[src/tick_clock_with_segment_scan_assert.svh]
// ----------------------------------------------------------------------------
// Assertion macros for the tick clock with segment scan
// Concurrent checks, compiled away when SYNTHESIS is defined.
// ----------------------------------------------------------------------------
`ifndef TICK_CLOCK_WITH_SEGMENT_SCAN_ASSERT_SVH
`define TICK_CLOCK_WITH_SEGMENT_SCAN_ASSERT_SVH
`ifndef SYNTHESIS
`define TCSS_ASSERT_SAME(lbl, clk, rst, ante, cons, msg) \
   lbl: assert property (@(posedge clk) disable iff (rst) (ante) |-> (cons)) else $error(msg);
`define TCSS_ASSERT_NEXT(lbl, clk, rst, ante, cons, msg) \
   lbl: assert property (@(posedge clk) disable iff (rst) (ante) |=> (cons)) else $error(msg);
`else
`define TCSS_ASSERT_SAME(lbl, clk, rst, ante, cons, msg)
`define TCSS_ASSERT_NEXT(lbl, clk, rst, ante, cons, msg)
`endif
`endif

[src/tcss_pkg.sv]
// ----------------------------------------------------------------------------
// tcss_pkg
// Types, constants and digit helpers shared by the tick clock modules.
// ----------------------------------------------------------------------------
package tcss_pkg;

   localparam int CSR_INDEX_W = 2;
   localparam int CSR_DATA_W  = 16;

   localparam logic [CSR_INDEX_W-1:0] CSR_TICKS_PER_SECOND = 2'd0;
   localparam logic [CSR_INDEX_W-1:0] CSR_DEBOUNCE_TICKS   = 2'd1;
   localparam logic [CSR_INDEX_W-1:0] CSR_LED_ENABLE       = 2'd2;
   localparam logic [CSR_INDEX_W-1:0] CSR_LED_STEADY       = 2'd3;

   localparam logic [15:0] TICKS_PER_SECOND_RESET = 16'd500;
   localparam logic [7:0]  DEBOUNCE_TICKS_RESET   = 8'd200;

   localparam logic [4:0] HOUR_LAST   = 5'd23;
   localparam logic [5:0] MINUTE_LAST = 6'd59;
   localparam logic [5:0] SECOND_LAST = 6'd59;

   localparam logic [7:0] DASH_PATTERN  = 8'h40;
   localparam logic [7:0] BLANK_PATTERN = 8'h00;

   typedef enum logic [1:0] {
      ACT_NONE,
      ACT_HOUR,
      ACT_MINUTE,
      ACT_SECOND
   } tcss_act_type;

   typedef struct packed {
      logic hour;
      logic minute;
      logic second;
      logic sensor;
   } tcss_buttons_type;

   typedef struct packed {
      logic led;
      logic sensor;
   } tcss_ind_type;

   typedef struct packed {
      logic [4:0] hours;
      logic [5:0] minutes;
      logic [5:0] seconds;
   } tcss_time_type;

   function automatic tcss_time_type tcss_bump_hour(tcss_time_type t);
      tcss_time_type r;
      r = t;
      r.hours = (t.hours >= HOUR_LAST) ? 5'd0 : t.hours + 5'd1;
      return r;
   endfunction

   function automatic tcss_time_type tcss_bump_minute(tcss_time_type t);
      tcss_time_type r;
      r = t;
      if (t.minutes >= MINUTE_LAST) begin
         r.minutes = 6'd0;
         r = tcss_bump_hour(r);
      end else begin
         r.minutes = t.minutes + 6'd1;
      end
      return r;
   endfunction

   function automatic tcss_time_type tcss_bump_second(tcss_time_type t);
      tcss_time_type r;
      r = t;
      if (t.seconds >= SECOND_LAST) begin
         r.seconds = 6'd0;
         r = tcss_bump_minute(r);
      end else begin
         r.seconds = t.seconds + 6'd1;
      end
      return r;
   endfunction

   function automatic logic [2:0] tcss_tens(logic [5:0] v);
      logic [2:0] d;
      if (v >= 6'd50)      d = 3'd5;
      else if (v >= 6'd40) d = 3'd4;
      else if (v >= 6'd30) d = 3'd3;
      else if (v >= 6'd20) d = 3'd2;
      else if (v >= 6'd10) d = 3'd1;
      else                 d = 3'd0;
      return d;
   endfunction

   function automatic logic [3:0] tcss_units(logic [5:0] v);
      logic [5:0] base;
      base = 6'(10 * tcss_tens(v));
      return 4'(v - base);
   endfunction

   function automatic logic [7:0] tcss_glyph(logic [3:0] d);
      logic [7:0] g;
      case (d)
         4'd0:    g = 8'h3f;
         4'd1:    g = 8'h06;
         4'd2:    g = 8'h5b;
         4'd3:    g = 8'h4f;
         4'd4:    g = 8'h66;
         4'd5:    g = 8'h6d;
         4'd6:    g = 8'h7d;
         4'd7:    g = 8'h07;
         4'd8:    g = 8'h7f;
         4'd9:    g = 8'h6f;
         default: g = BLANK_PATTERN;
      endcase
      return g;
   endfunction

endpackage

[src/tcss_debounce.sv]
// ----------------------------------------------------------------------------
// tcss_debounce
// Button hold-off, press arming and priority select, sensor and LED levels.
// ----------------------------------------------------------------------------
module tcss_debounce (
   input  logic                      clock,
   input  logic                      reset,
   input  logic                      step,
   input  tcss_pkg::tcss_buttons_type buttons,
   input  logic [7:0]                debounce_ticks,
   input  logic                      led_enable,
   input  logic                      led_steady,
   output tcss_pkg::tcss_act_type    act,
   output tcss_pkg::tcss_ind_type    ind_next
);
   import tcss_pkg::*;

   logic [7:0] holdoff_ff, holdoff_in, holdoff_step;
   logic       armed_ff, armed_in;
   logic       led_ff, led_in;
   logic       sensor_ff, sensor_in;
   logic       any_press;

   assign any_press = buttons.hour | buttons.minute | buttons.second | buttons.sensor;

   always_comb begin
      act          = ACT_NONE;
      holdoff_step = holdoff_ff;
      holdoff_in   = holdoff_ff;
      armed_in     = armed_ff;
      led_in       = led_ff;
      sensor_in    = sensor_ff;
      if (step) begin
         led_in = led_enable ? (led_steady ? 1'b1 : ~led_ff) : 1'b0;
         if (holdoff_ff < debounce_ticks) begin
            holdoff_step = holdoff_ff + 8'd1;
         end
         if (armed_ff) begin
            if (buttons.hour) begin
               act = ACT_HOUR;
            end else if (buttons.minute) begin
               act = ACT_MINUTE;
            end else if (buttons.second) begin
               act = ACT_SECOND;
            end else if (buttons.sensor) begin
               sensor_in = ~sensor_ff;
            end
            if (any_press) begin
               holdoff_step = 8'd0;
            end
         end
         holdoff_in = holdoff_step;
         armed_in   = any_press && (holdoff_step >= debounce_ticks);
      end
   end

   assign ind_next.led    = led_in;
   assign ind_next.sensor = sensor_in;

   always_ff @(posedge clock) begin
      if (reset) begin
         holdoff_ff <= 8'd0;
         armed_ff   <= 1'b0;
         led_ff     <= 1'b0;
         sensor_ff  <= 1'b0;
      end else begin
         holdoff_ff <= holdoff_in;
         armed_ff   <= armed_in;
         led_ff     <= led_in;
         sensor_ff  <= sensor_in;
      end
   end

endmodule

[src/tcss_timekeep.sv]
// ----------------------------------------------------------------------------
// tcss_timekeep
// Tick prescaler and hours:minutes:seconds counters with button advance.
// ----------------------------------------------------------------------------
module tcss_timekeep (
   input  logic                   clock,
   input  logic                   reset,
   input  logic                   step,
   input  logic [15:0]            ticks_per_second,
   input  tcss_pkg::tcss_act_type act,
   output tcss_pkg::tcss_time_type time_next,
   output logic                   redraw
);
   import tcss_pkg::*;

   logic [15:0]   tick_ff, tick_in, tick_inc;
   tcss_time_type time_ff, time_in, time_tick;
   logic          tick_hit;

   assign tick_inc = tick_ff + 16'd1;
   assign tick_hit = tick_inc >= ticks_per_second;

   always_comb begin
      tick_in   = tick_ff;
      time_tick = time_ff;
      time_in   = time_ff;
      redraw    = 1'b0;
      if (step) begin
         tick_in = tick_hit ? 16'd0 : tick_inc;
         if (tick_hit) begin
            time_tick = tcss_bump_second(time_ff);
         end
         case (act)
            ACT_HOUR:   time_in = tcss_bump_hour(time_tick);
            ACT_MINUTE: time_in = tcss_bump_minute(time_tick);
            ACT_SECOND: time_in = tcss_bump_second(time_tick);
            default:    time_in = time_tick;
         endcase
         redraw = tick_hit || (act != ACT_NONE);
      end
   end

   assign time_next = time_in;

   always_ff @(posedge clock) begin
      if (reset) begin
         tick_ff <= 16'd0;
         time_ff <= '0;
      end else begin
         tick_ff <= tick_in;
         time_ff <= time_in;
      end
   end

endmodule

[src/tcss_display.sv]
// ----------------------------------------------------------------------------
// tcss_display
// Eight-digit pattern store and scan position with active-low digit select.
// ----------------------------------------------------------------------------
module tcss_display (
   input  logic                    clock,
   input  logic                    reset,
   input  logic                    step,
   input  logic                    redraw,
   input  tcss_pkg::tcss_time_type time_next,
   output logic [7:0]              digit_select,
   output logic [7:0]              segment_pattern
);
   import tcss_pkg::*;

   logic [7:0] store_ff [8];
   logic [7:0] store_in [8];
   logic [2:0] scan_ff, scan_in, scan_adv;

   assign scan_adv        = scan_ff + 3'd1;
   assign digit_select    = ~(8'd1 << scan_adv);
   assign segment_pattern = store_ff[scan_adv];

   always_comb begin
      store_in = store_ff;
      scan_in  = scan_ff;
      if (step) begin
         scan_in = scan_adv;
         if (redraw) begin
            store_in[0] = tcss_glyph(tcss_units(time_next.seconds));
            store_in[1] = tcss_glyph({1'b0, tcss_tens(time_next.seconds)});
            store_in[2] = DASH_PATTERN;
            store_in[3] = tcss_glyph(tcss_units(time_next.minutes));
            store_in[4] = tcss_glyph({1'b0, tcss_tens(time_next.minutes)});
            store_in[5] = DASH_PATTERN;
            store_in[6] = tcss_glyph(tcss_units({1'b0, time_next.hours}));
            store_in[7] = tcss_glyph({1'b0, tcss_tens({1'b0, time_next.hours})});
            scan_in     = 3'd0;
         end
      end
   end

   always_ff @(posedge clock) begin
      if (reset) begin
         scan_ff <= 3'd0;
         for (int i = 0; i < 8; i++) begin
            store_ff[i] <= BLANK_PATTERN;
         end
      end else begin
         scan_ff  <= scan_in;
         store_ff <= store_in;
      end
   end

endmodule

[src/tick_clock_with_segment_scan.sv]
// ----------------------------------------------------------------------------
// tick_clock_with_segment_scan
// Tick-driven hours:minutes:seconds clock with an eight-digit display scan.
// ----------------------------------------------------------------------------
// Each item on the req_ channel is one timer tick with four button levels.
// Each tick gives exactly one item on the rsp_ channel: the digit select and
// segment pattern to drive, the LED and sensor levels, and the clock time.
// An item accepted at one edge lands in the input register; once the output
// register is empty or not stalled, the item is worked in one pass and its
// result is loaded into the output register, which raises rsp_valid. One item
// per cycle is taken and delivered when rsp_stall stays low.
// While rsp_stall is high the result register holds its item, the input
// register holds one more, and req_stall rises until the result is taken.
// Reset clears the clock to 00:00:00, blanks the pattern store, drops any
// button arm and loads the register defaults (500 ticks per second, 200 ticks
// of hold-off, LED off). The csr_ port writes one register per enabled edge
// and the user must use it only while no item is in flight (not enforced).
// ----------------------------------------------------------------------------
`include "tick_clock_with_segment_scan_assert.svh"

module tick_clock_with_segment_scan (
   input  logic                              clock,
   input  logic                              reset,
   input  logic                              req_valid,
   output logic                              req_stall,
   input  logic                              req_hour_button,
   input  logic                              req_minute_button,
   input  logic                              req_second_button,
   input  logic                              req_sensor_button,
   output logic                              rsp_valid,
   input  logic                              rsp_stall,
   output logic [7:0]                        rsp_digit_select,
   output logic [7:0]                        rsp_segment_pattern,
   output logic                              rsp_led_out,
   output logic                              rsp_sensor_enable,
   output logic [4:0]                        rsp_hours,
   output logic [5:0]                        rsp_minutes,
   output logic [5:0]                        rsp_seconds,
   input  logic                              csr_write,
   input  logic [tcss_pkg::CSR_INDEX_W-1:0]  csr_index,
   input  logic [tcss_pkg::CSR_DATA_W-1:0]   csr_data
);
   import tcss_pkg::*;

   logic [15:0]      tps_ff;
   logic [7:0]       debounce_ff;
   logic             led_enable_ff, led_steady_ff;

   logic             in_valid_ff;
   tcss_buttons_type in_buttons_ff;
   logic             step;

   tcss_act_type     act;
   tcss_ind_type     ind_next;
   tcss_time_type    time_next;
   logic             redraw;
   logic [7:0]       digit_select, segment_pattern;

   logic             rsp_valid_ff;

   assign step      = in_valid_ff && (!rsp_valid_ff || !rsp_stall);
   assign req_stall = in_valid_ff && !step;

   always_ff @(posedge clock) begin
      if (reset) begin
         tps_ff        <= TICKS_PER_SECOND_RESET;
         debounce_ff   <= DEBOUNCE_TICKS_RESET;
         led_enable_ff <= 1'b0;
         led_steady_ff <= 1'b0;
      end else if (csr_write) begin
         unique case (csr_index)
            CSR_TICKS_PER_SECOND: tps_ff        <= csr_data;
            CSR_DEBOUNCE_TICKS:   debounce_ff   <= csr_data[7:0];
            CSR_LED_ENABLE:       led_enable_ff <= csr_data[0];
            CSR_LED_STEADY:       led_steady_ff <= csr_data[0];
            default: ;
         endcase
      end
   end

   always_ff @(posedge clock) begin
      if (reset) begin
         in_valid_ff <= 1'b0;
      end else if (!req_stall) begin
         in_valid_ff <= req_valid;
      end
   end

   always_ff @(posedge clock) begin
      if (req_valid && !req_stall) begin
         in_buttons_ff.hour   <= req_hour_button;
         in_buttons_ff.minute <= req_minute_button;
         in_buttons_ff.second <= req_second_button;
         in_buttons_ff.sensor <= req_sensor_button;
      end
   end

   tcss_debounce u_debounce (
      .clock          (clock),
      .reset          (reset),
      .step           (step),
      .buttons        (in_buttons_ff),
      .debounce_ticks (debounce_ff),
      .led_enable     (led_enable_ff),
      .led_steady     (led_steady_ff),
      .act            (act),
      .ind_next       (ind_next)
   );

   tcss_timekeep u_timekeep (
      .clock            (clock),
      .reset            (reset),
      .step             (step),
      .ticks_per_second (tps_ff),
      .act              (act),
      .time_next        (time_next),
      .redraw           (redraw)
   );

   tcss_display u_display (
      .clock           (clock),
      .reset           (reset),
      .step            (step),
      .redraw          (redraw),
      .time_next       (time_next),
      .digit_select    (digit_select),
      .segment_pattern (segment_pattern)
   );

   always_ff @(posedge clock) begin
      if (reset) begin
         rsp_valid_ff <= 1'b0;
      end else if (step) begin
         rsp_valid_ff <= 1'b1;
      end else if (!rsp_stall) begin
         rsp_valid_ff <= 1'b0;
      end
   end

   always_ff @(posedge clock) begin
      if (step) begin
         rsp_digit_select    <= digit_select;
         rsp_segment_pattern <= segment_pattern;
         rsp_led_out         <= ind_next.led;
         rsp_sensor_enable   <= ind_next.sensor;
         rsp_hours           <= time_next.hours;
         rsp_minutes         <= time_next.minutes;
         rsp_seconds         <= time_next.seconds;
      end
   end

   assign rsp_valid = rsp_valid_ff;

   `TCSS_ASSERT_SAME(a_select_onehot, clock, reset, rsp_valid, $onehot(~rsp_digit_select), "digit select not one-hot low")
   `TCSS_ASSERT_SAME(a_time_range, clock, reset, rsp_valid, (rsp_hours <= HOUR_LAST) && (rsp_minutes <= MINUTE_LAST) && (rsp_seconds <= SECOND_LAST), "clock time out of range")
   `TCSS_ASSERT_NEXT(a_step_loads_rsp, clock, reset, step, rsp_valid_ff, "worked item missing from result register")
   `TCSS_ASSERT_SAME(a_stall_has_item, clock, reset, req_stall, in_valid_ff, "input stalled with empty input register")

endmodule
[config.mk]
export PLATFORM = sky130hd
export DESIGN_NAME = tick_clock_with_segment_scan
export DESIGN_NICKNAME = d
export VERILOG_FILES = /design/src/tcss_pkg.sv /design/src/tcss_debounce.sv /design/src/tcss_timekeep.sv /design/src/tcss_display.sv /design/src/tick_clock_with_segment_scan.sv
export VERILOG_INCLUDE_DIRS = /design/src /design/src/src
export SDC_FILE = /design/constraint.sdc
export NUM_CORES = 1
export LEC_CHECK = 0
export BUFFER_PORTS_ARGS = -buffer_cell sky130_fd_sc_hd__buf_2
export CAP_MARGIN = 20
export CELL_PAD_IN_SITES_DETAIL_PLACEMENT = 1
export CELL_PAD_IN_SITES_GLOBAL_PLACEMENT = 2
export CORE_ASPECT_RATIO = 0.75
export CORE_MARGIN = 2
export CORE_UTILIZATION = 42
export CTS_BUF_LIST = sky130_fd_sc_hd__clkbuf_8
export CTS_CLUSTER_DIAMETER = 150
export DETAILED_ROUTE_END_ITERATION = 6
export PLACE_DENSITY_LB_ADDON = 0.1
export SYNTH_ARGS = -nofsm -noshare
export SYNTH_HDL_FRONTEND = slang
export SYNTH_SLANG_ARGS = --single-unit
[constraint.sdc]
create_clock -name clock -period 23 [get_ports clock]
set_clock_uncertainty 0.1 [all_clocks]
set_input_delay 4.6 -clock clock [delete_from_list [all_inputs] [get_ports clock]]
set_output_delay 4.6 -clock clock [all_outputs]
set_load 0.1 [all_outputs]
# Word-level counts from Yosys, hierarchy flattened
# Memories as Yosys holds them, arrays and structs flattened. A register that Yosys moved wholly into a read port is not among the register bits.
# Cells that the tools add are included.
[word_totals] ff_bits=163 out_inout_bits=37 wordCells=172 latch_bits=0 memories=6 romBits=504 inputBits=27 mem_bits_rw=0
[classes] addsub=12 n_reduce_logical=17 multipliers=3 magnitude_cmp=25 shifts=1 mux=61 n_eq_ne=7 n_div=0 bitwise_logic=7
[memory_table] memory="(no name shown)" words=16 word_bits=7 rd=1 rd_ports_with_merged_regs=1 write_ports=0 line_no="tcss_pkg.sv:100" rtl="case (d)"
[memory_table] memory="(no name shown)" words=16 word_bits=7 rd=1 rd_ports_with_merged_regs=1 write_ports=0 line_no="tcss_pkg.sv:100"
[memory_table] memory="(no name shown)" words=16 word_bits=7 rd=1 rd_ports_with_merged_regs=1 write_ports=0 line_no="tcss_pkg.sv:100"
[memory_table] memory="(no name shown)" words=8 word_bits=7 rd=1 rd_ports_with_merged_regs=1 write_ports=0 line_no="tcss_pkg.sv:100"
[memory_table] memory="(no name shown)" words=8 word_bits=7 rd=1 rd_ports_with_merged_regs=1 write_ports=0 line_no="tcss_pkg.sv:100"
[memory_table] memory="(no name shown)" words=8 word_bits=7 rd=1 rd_ports_with_merged_regs=1 write_ports=0 line_no="tcss_pkg.sv:100"
[ops] cell="two-way mux 3 bit" count=19
[ops] cell="two-way mux 17 bit" count=3
[ops] cell="case mux 17 bit (3 select lines)" count=1
[ops] cell="greater-or-equal comparator 6 bit, second input constant" count=8
[ops] cell="two-way mux 8 bit" count=6
[ops] cell="adder 6 x 1 -> 6 bit, second input constant" count=4
[ops] cell="binary-select mux 8 bit (select 3 bit)" count=1
[ops] cell="greater-or-equal comparator 6 x 5 -> 1 bit, second input constant" count=4
[ops] cell="two-way mux 6 bit" count=4
[ops] cell="two-way mux 11 bit" count=2
[ops] cell="greater-or-equal comparator 5 bit, second input constant" count=4
[ops] cell="two-way mux 5 bit" count=4
[ops] cell="adder 16 x 1 -> 16 bit, second input constant" count=1
[ops] cell="greater-or-equal comparator 16 bit" count=1
[ops] cell="two-way mux 16 bit" count=1
[ops] cell="two-way mux 1 bit" count=15
[ops] cell="greater-or-equal comparator 5 x 6 -> 1 bit, second input constant" count=2
[ops] cell="greater-or-equal comparator 6 x 4 -> 1 bit, second input constant" count=2
[ops] cell="subtractor 4 bit" count=3
[ops] cell="adder 5 x 1 -> 5 bit, second input constant" count=2
[ops] cell="two-way mux 2 bit" count=5
[ops] cell="AND reduction 2 bit" count=5
[ops] cell="multiplier 3 x 3 -> 3 bit, first input constant" count=3
[ops] cell="adder 8 x 1 -> 8 bit, second input constant" count=1
[ops] cell="18 further kinds" count=32

# Longest topological paths before layout
# Gate-level depths: netlist of the first run.
[logic_depth] word_depth=22 ltp_mapped=42 depth_no_buf=37

# By module
# From an unflattened synthesis of the first run, not the netlist that was laid out.
[hier_totals] hier_cells=1149 hier_area_um2=9989.6
[modules_own_cells] mod="tcss_display" cells_each=410 n_inst=1 area_each_um2=3305.7
[modules_own_cells] mod="tcss_timekeep" cells_each=437 n_inst=1 area_each_um2=3165.5
[modules_own_cells] mod="tick_clock_with_segment_scan" cells_each=159 n_inst=1 area_each_um2=2367.3
[modules_own_cells] mod="tcss_debounce" cells_each=143 n_inst=1 area_each_um2=1151.1

# Least setup slack after synthesis of the first run
# OpenSTA, ideal clock, no wires.
[synth_path] path_type="in2out" startpoint="in rsp_stall" endpoint="out req_stall" required_ps=18300 cell_stages=1 path_buffers=0 t_arrival_ps=5411 slack_ps=12889 cell_sequence="and3_1"
[synth_between] elab_chain_cells=5
[synth_lines] element="start: declaration" line_no="tick_clock_with_segment_scan.sv:31" rtl="input logic rsp_stall,"
[synth_lines] element="zero test 1 bit"
[synth_lines] element="logical OR 1 bit" line_no="tick_clock_with_segment_scan.sv:61" rtl="assign step = in_valid_ff && (!rsp_valid_ff || !rsp_stall);"
[synth_lines] element="logical AND 1 bit" line_no="tick_clock_with_segment_scan.sv:61"
[synth_lines] element="zero test 1 bit" line_no="tick_clock_with_segment_scan.sv:62" rtl="assign req_stall = in_valid_ff && !step;"
[synth_lines] element="logical AND 1 bit" line_no="tick_clock_with_segment_scan.sv:62"
[synth_lines] element="end: declaration" line_no="tick_clock_with_segment_scan.sv:25" rtl="output logic req_stall,"
# No other way between the ends.

# Worst setup path in the final report of the first run
[layout_path] startpoint="in rsp_stall" endpoint="reg u_display.store_ff[56] (netlist name)"
[layout_between] elab_chain_cells=17 word_cells_on_any_way=27
[layout_lines] element="zero test 1 bit *"
[layout_lines] element="logical OR 1 bit *" line_no="tick_clock_with_segment_scan.sv:61"
[layout_lines] element="logical AND 1 bit *" line_no="tick_clock_with_segment_scan.sv:61"
[layout_lines] element="two-way mux 2 bit" line_no="tcss_debounce.sv:33" rtl="if (step) begin"
[layout_lines] element="equality test 2 bit or equality test 2 x 1 -> 1 bit (tied branches)" line_no="tcss_timekeep.sv:33" rtl="case (act)"
[layout_lines] element="case mux 17 bit (3 select lines)" line_no="tcss_timekeep.sv:33"
[layout_lines] element="two-way mux 17 bit" line_no="tcss_timekeep.sv:28" rtl="if (step) begin"
[layout_lines] element="greater-or-equal comparator 6 x 4 -> 1 bit" line_no="tcss_pkg.sv:87" rtl="else if (v >= 6'd10) d = 3'd1;"
[layout_lines] element="two-way mux 1 bit" line_no="tcss_pkg.sv:87"
[layout_lines] element="two-way mux 3 bit" line_no="tcss_pkg.sv:86" rtl="else if (v >= 6'd20) d = 3'd2;"
[layout_lines] element="two-way mux 3 bit" line_no="tcss_pkg.sv:85" rtl="else if (v >= 6'd30) d = 3'd3;"
[layout_lines] element="two-way mux 3 bit" line_no="tcss_pkg.sv:84" rtl="else if (v >= 6'd40) d = 3'd4;"
[layout_lines] element="two-way mux 3 bit" line_no="tcss_pkg.sv:83" rtl="if (v >= 6'd50) d = 3'd5;"
[layout_lines] element="two-way mux 3 bit" line_no="tcss_display.sv:29" rtl="if (redraw) begin"
[layout_lines] element="two-way mux 3 bit" line_no="tcss_display.sv:27" rtl="if (step) begin"
[layout_lines] element="multiplier 3 x 3 -> 3 bit" line_no="tcss_pkg.sv:94" rtl="base = 6'(10 * tcss_tens(v));"
[layout_lines] element="subtractor 4 bit" line_no="tcss_pkg.sv:95" rtl="return 4'(v - base);"
[layout_lines] element="end: declaration" line_no="tcss_display.sv:16" rtl="logic [7:0] store_ff [8];"
# Mark *: on every way between the ends. The rest lies on a longest branch, timed or not. The select of a mux whose other input is x is not followed.
# A chain may end at the register's enable or synchronous reset.

==> impl_results.md, run 1 <==
- Via Count: 8661
- Worst-path fanout max: 52
- Filler instances: 2810
- Average cell area after synthesis: 8.33 sq um
- Vias in the first global route: 8267
- Largest net degree at the start of global routing: 80
- ANT nets after route: 0
- Die Area: 25000 sq um
- Setup TNS: 0 ns
- FMAX: 88.4 MHz
- Max-cap violations: 0
- CTS tree: built
- GRT Util Overall: 0.229
- I/O pins: 64
- Tmin final: 11.31 ns
- Max Slew Vio Count: 0
- Synth Area in XOR/XNOR: 0.0264
- GPL Wtd Cong: 0.857
- RSZ-0062 raised after global routing: no
- First-pass DRT Iterations: 5
- Family with the most delay on the worst path: simple AND/OR/NAND/NOR gates
- Syn Std Cell Area: 9960 sq um
- CP Launch Type: input port
- Setup violators final: 0
- Diodes inserted: 0
- Actual slew at the worst max-slew pin: 1.06 ns
- Cells along the critical path: buf_2 > nand2_1 > nand2_2 > buf_4 > inv_2 > buf_4 > nand3b_1 > or3_1 > nor2_1 > a31oi_1 > o41ai_2 > nand2_1 > a21oi_1 > a21oi_1 > nor2_1 > ha_1 > inv_1 > fa_1 > xnor2_1 > nand2_1 > or2_1 > a311oi_1
- DRC Markers: 0
- Global-route wire length before repair: 45.4 mm
- Classification of the worst setup path: input port to flop
- Postcts setup bufs: 0
- Cell mode on critical path: nand2_1
- Synthesized flop and latch total: 154
- Main combinational cell family by area after synthesis: simple AND/OR/NAND/NOR gates
- Distinct cell type count after synthesis: 97
- CP Buf/Inv Count: 5
- CTS Buffer Depth: 2
- DR vias/cell: 5.64
- Synth Warn #: 0
- Antenna violations before repair: 0
- Final period util: 0.492
- Critical-path top delay cell: o41ai_2
- Post-Synth Simple-Gate Area: 0.224
- Post-Synthesis Cells: 1195
- IO buf count: 62
- Leak: 4.41 nW
- Die Span Y: 137 microns
- Clock transition at path regs: 0.09 ns
- Outcome: completed
- CTS sink count: 154
- Layout cells sized above 1: 0.130
- Layout area overhead: 9.16%
- Hold_buf cts: 0
- Final hold vios: 0
- Total CTS buffers: 17
- Compound-cell area share of the yosys netlist: 0.207
- Iteration-0 DRC Markers: 516
- WHS: 0.358 ns
- H-Tree Depth: 4
- Mux share of post-synthesis cell area: 0.0343
- Ys flop type: dfxtp_1
- Worst Path Arrival: 11.60 ns
- Initial Utilization: 0.431
- # nets final: 1329
- Root Driver: clkbuf_8
- Max stage delay on crit path: 0.87 ns
- Post_cts resized: 0
- Pwr Total: 0.000570 W
- Core Area: 23100 sq um
- Number of enable flip-flop cells after synthesis: 38
- Crit end category: flop
- FFs w/ async S/R, synth: 0
- Grt total ovfl: 0
- # rows: 48
- Total Wirelength: 28.1 mm
- Peak VDD IR: 0.0000372 V
- Rel. slew slack: 0.295
- Detailed placer's ending HPWL: 20.2 mm
- DR WL/cell: 18.3 microns
- Post-Synth Adder-Cell Area: 0.105
- Hold/Removal Path Class: flop to flop
- Power per cell area: 52.4 nW/um^2
- Sequential element share of the synthesized area: 0.348
- Worst-skew pair later-pin latency: 0.48 ns
- Syn Nets: 1302
- CP Data Required Time: 23.29 ns
- Chip width: 182 microns
per-layer routing:
layer | track usage | share of wire
met4 | 0.0501 | 0.0083
met1 | 0.362 | 0.56
met5 | 0 | 0
met2 | 0.321 | 0.40
met3 | 0.0365 | 0.033
where the power goes:
part            total, W  leakage, nW  internal [W]  switching [W]
combinational  0.0000673         2.93     0.0000178      0.0000494
sequential      0.000286         1.28      0.000283     0.00000351
clock           0.000217        0.195     0.0000983       0.000118
total           0.000570         4.41      0.000399       0.000171
layout make-up:
class	count	area [sq um]	area share
clock buffer	17	234	0.0215
clock inverter	15	163	0.0150
inverter	62	233	0.0214
multi-input combinational	909	5970	0.549
sequential	154	3460	0.319
tap	300	375	0.0345
timing repair buffer	78	433	0.0398
state kept, by name, indices dropped and copies added, names as in the netlist, 3 cells and up:
name and count:
u_display.store_ff 41, u_timekeep.time_ff 17, tps_ff 16, u_timekeep.tick_ff 16, debounce_ff 8, rsp_digit_select 8, u_debounce.holdoff_ff 8, rsp_segment_pattern 7
rsp_minutes 6, rsp_seconds 6, rsp_hours 5, in_buttons_ff 4, u_display.scan_ff 3
stage by stage:
step	util	worst slack, ns	instance area [sq um]	std cells
after detailed placement	0.453	11.13	10500	1503
after floorplan	-	12.89	9960	1195
after global placement	0.453	11.41	10500	1503
final	0.470	11.69	10900	1535
after CTS	0.470	11.66	10900	1535
after global routing	0.470	10.95	10900	1535
Yosys cell counts (10+ instances only):
| cell | instances | area [sq um] |
|---|---|---|
| nand2_1 | 153 | 574 |
| nor2_1 | 152 | 571 |
| dfxtp_1 | 116 | 2320 |
| a21oi_1 | 90 | 450 |
| ha_1 | 78 | 976 |
| inv_1 | 57 | 214 |
| clkbuf_1 | 50 | 188 |
| o21ai_0 | 43 | 215 |
| edfxtp_1 | 38 | 1140 |
| nor3_1 | 27 | 135 |
| mux2i_1 | 24 | 240 |
| nand3_1 | 23 | 115 |
| and3_1 | 21 | 131 |
| a31oi_1 | 17 | 106 |
| xor2_1 | 17 | 149 |
| nor2b_1 | 16 | 100 |
| a311oi_1 | 13 | 114 |
| xnor2_1 | 13 | 114 |
| a211oi_1 | 12 | 90.1 |
| o22ai_1 | 12 | 75.1 |
| a211o_1 | 10 | 87.6 |
| a21o_1 | 10 | 75.1 |
worst paths after layout:
path	from	end	slack (ns)	depth (start not counted)
max	rsp_stall	u_display.store_ff[56]	11.69	22
min	u_display.store_ff[48]	u_display.store_ff[48]	0.36	2
max reg2reg	u_timekeep.tick_ff[0]	u_display.store_ff[56]	13.74	32
min reg2reg	u_display.store_ff[48]	u_display.store_ff[48]	0.36	2
kinds of logic (layout without fill, tap and decap cells):
group	Yosys count	after routing
compound gates	294	294
xor+xnor	30	30
fa+ha+maj	83	83
buf+inv	132	172
flops	154	154
mux	31	31
other cells	1	1
simple gates	470	470
layout by cell type (no fill, tap or decap), types with 12 or more instances in the layout:
cell	netlist	layout
a211oi_1	12	12
a21oi_1	90	89
a311oi_1	13	13
a31oi_1	17	17
and3_1	21	21
buf_2	8	61
buf_4	2	17
clkbuf_8	0	17
dfxtp_1	116	116
edfxtp_1	38	38
ha_1	78	78
inv_1	57	57
mux2i_1	24	24
nand2_1	153	152
nand3_1	23	23
nor2_1	152	152
nor2b_1	16	16
nor3_1	27	27
o21ai_0	43	42
o22ai_1	12	12
xnor2_1	13	13
xor2_1	17	17
worst register-to-register path: cells and delay by family, from the launching register on:
kind            cells  cell delay, ns
compound gates      8            2.46
xor+xnor            2            1.01
fa+ha+maj           4            1.16
buf+inv             1            0.05
flops               1            0.43
simple gates       17            3.99
(Power assumes the default switching activity.)
==> run 2, diff against run 1 <==
- CORE_UTILIZATION: 42 -> 35
- clock period: 23 -> 10 ns (I/O delays scaled with it)
==> run 2 against run 1 <==
  * First-iteration DRC count is 27% lower
  * Cell area is 1.2% higher
  * Utilization is 7.7 points lower
  * Sequential cell count stayed put
  * Non-clock buffer count is 1 higher
  * Die area is 19% higher
  * Via count is 0.44% lower
  * Worst setup slack worse by 11 ns
  * Register-to-register slack worse by 13 ns
==> impl_results.md, run 2 (synthesized netlist as in run 1, its figures left out) <==
- Outcome: completed
- GRT Util Overall: 0.203
- Total CTS buffers: 17
- Biggest register: u_display.store_ff
- Met2 GRT Util: 0.273
- Worst Path Arrival: 9.44 ns
- Worst-skew pair later-pin latency: 0.48 ns
- DP Area: 10600 sq um
- Largest net degree at the start of global routing: 92
- I/O pins: 64
- Post-Layout Inst Area: 11000 sq um
- Antenna violations before repair: 0
- GPL Wtd Cong: 0.827
- Area of the multi-input gates: 5970 sq um
- DRC Markers: 0
- Classification of the worst setup path: flop to flop
- Die Area: 29800 sq um
- Initial Utilization: 0.356
- Final hold vios: 0
- Most frequent cells in the layout: 152 x nand2_1, 152 x nor2_1, 116 x dfxtp_1
- Root Driver: clkbuf_8
- RSZ-0062 raised after global routing: no
- GR Layer Usage met1: 0.332
- CTS Buffer Depth: 2
- Postcts setup bufs: 0
- Vias in the first global route: 8245
- Max FFs per register: 41
- FF+latch area: 3460 sq um
- Setup TNS: 0 ns
- Actual slew at the worst max-slew pin: 1.09 ns
- Max-cap violations: 0
- Post-Place Cells: 1589
- Worst-path fanout max: 28
- Crit end category: flop
- DR WL/cell: 18.0 microns
- FMAX: 109 MHz
- Die Span Y: 150 microns
- CP Data Required Time: 10.27 ns
- Top flop regs: u_display.store_ff (41), u_timekeep.time_ff (17)
- Gr busiest metal: met1
- Clock transition at path regs: 0.10 ns
- Grt total ovfl: 0
- Met3 usage: 0.0320
- IO buf count: 62
- First-pass DRT Iterations: 5
- Leak: 4.44 nW
- Final period util: 0.918
- Critical-path top delay cell: fa_1
- Power per cell area: 121 nW/um^2
- Global-route wire length before repair: 47.2 mm
- Iteration-0 DRC Markers: 379
- Max stage delay on crit path: 0.50 ns
- Layout cells sized above 1: 0.129
- Layout area overhead: 10.5%
- ANT nets after route: 0
- Via Count: 8623
- Diodes inserted: 0
- Peak VDD IR: 0.0000761 V
- Setup violators final: 0
- Total Wirelength: 29.2 mm
- Rel. slew slack: 0.276
- CP Launch Type: flop
- CTS tree: built
- Filler instances: 3384
- Chip width: 199 microns
- H-Tree Depth: 4
- Cell mode on critical path: and3_1
- DR vias/cell: 5.32
- Post-Layout Cell Count: 1621
- CTS sink count: 154
- Tmin final: 9.18 ns
- Hold/Removal Path Class: flop to flop
- Core Area: 28000 sq um
- # nets final: 1330
- # rows: 53
- Detailed placer's ending HPWL: 21.2 mm
- Max Slew Vio Count: 0
run 2: changes by cell type in the layout (fill, tap and decap cells not counted):
cell	change
buf_4	+1
bufinv_16	+1
clkinv_1	+1
clkinv_2	+1
clkinv_4	-1
clkinvlp_4	-3
inv_1	+1
inv_6	+1
inv_8	-1
nor3_2	-1
nor3_4	+1
run 2: layer usage:
metal	up-vias	routed length [microns]
met5	-	0
met4	0	196
met3	12	871
met2	102	11200
met1	4190	16900
li1	4319	-
run 2: critical path, delay by kind of cell (launching register included):
kind,cells,cell delay (ns)
simple gates,20,4.41
compound gates,10,2.49
fa+ha+maj,4,1.28
flops,1,0.43
buf+inv,2,0.17
xor+xnor,1,0.16
run 2: final cells by class:
cell class,count,share of cell area
multi-input combinational,909,0.543
sequential,154,0.315
tap,385,0.0438
timing repair buffer,79,0.0400
clock buffer,17,0.0213
inverter,62,0.0212
clock inverter,15,0.0156
run 2: path summary, 6_finish.rpt:
path | cells past startpoint | startpoint | end | slack, ns
worst max register to register | 37 | u_timekeep.tick_ff[0] | u_display.store_ff[34] | 0.82
worst min register to register | 2 | tps_ff[12] | tps_ff[12] | 0.36
worst max-delay path | 37 | u_timekeep.tick_ff[0] | u_display.store_ff[34] | 0.82
worst min-delay path | 2 | tps_ff[12] | tps_ff[12] | 0.36
run 2: report_power, final:
group	internal, W	switching (W)	total, W	leakage, nW
registers	0.000650	0.00000782	0.000657	1.28
logic	0.0000404	0.000115	0.000155	2.95
clock network	0.000248	0.000267	0.000515	0.214
run 2: through the flow:
stage | setup WS (ns) | power [W] | hold slack [ns] | utilization
floorplan | 2.13 | 0.000789 | 0.325 | -
global placement | 1.26 | 0.000827 | 0.344 | 0.378
detailed placement | 0.975 | 0.000828 | 0.350 | 0.378
CTS | 0.842 | 0.00135 | 0.364 | 0.393
global route | 0.00238 | 0.00139 | 0.383 | 0.393
finish | 0.822 | 0.00133 | 0.360 | 0.393
run 2: what timing repair did:
item / 4_1_cts / 5_1_grt
endpoints found under the setup margin: 0 / 1
hold buffers: 0 / 0
resized for setup: 0 / 1
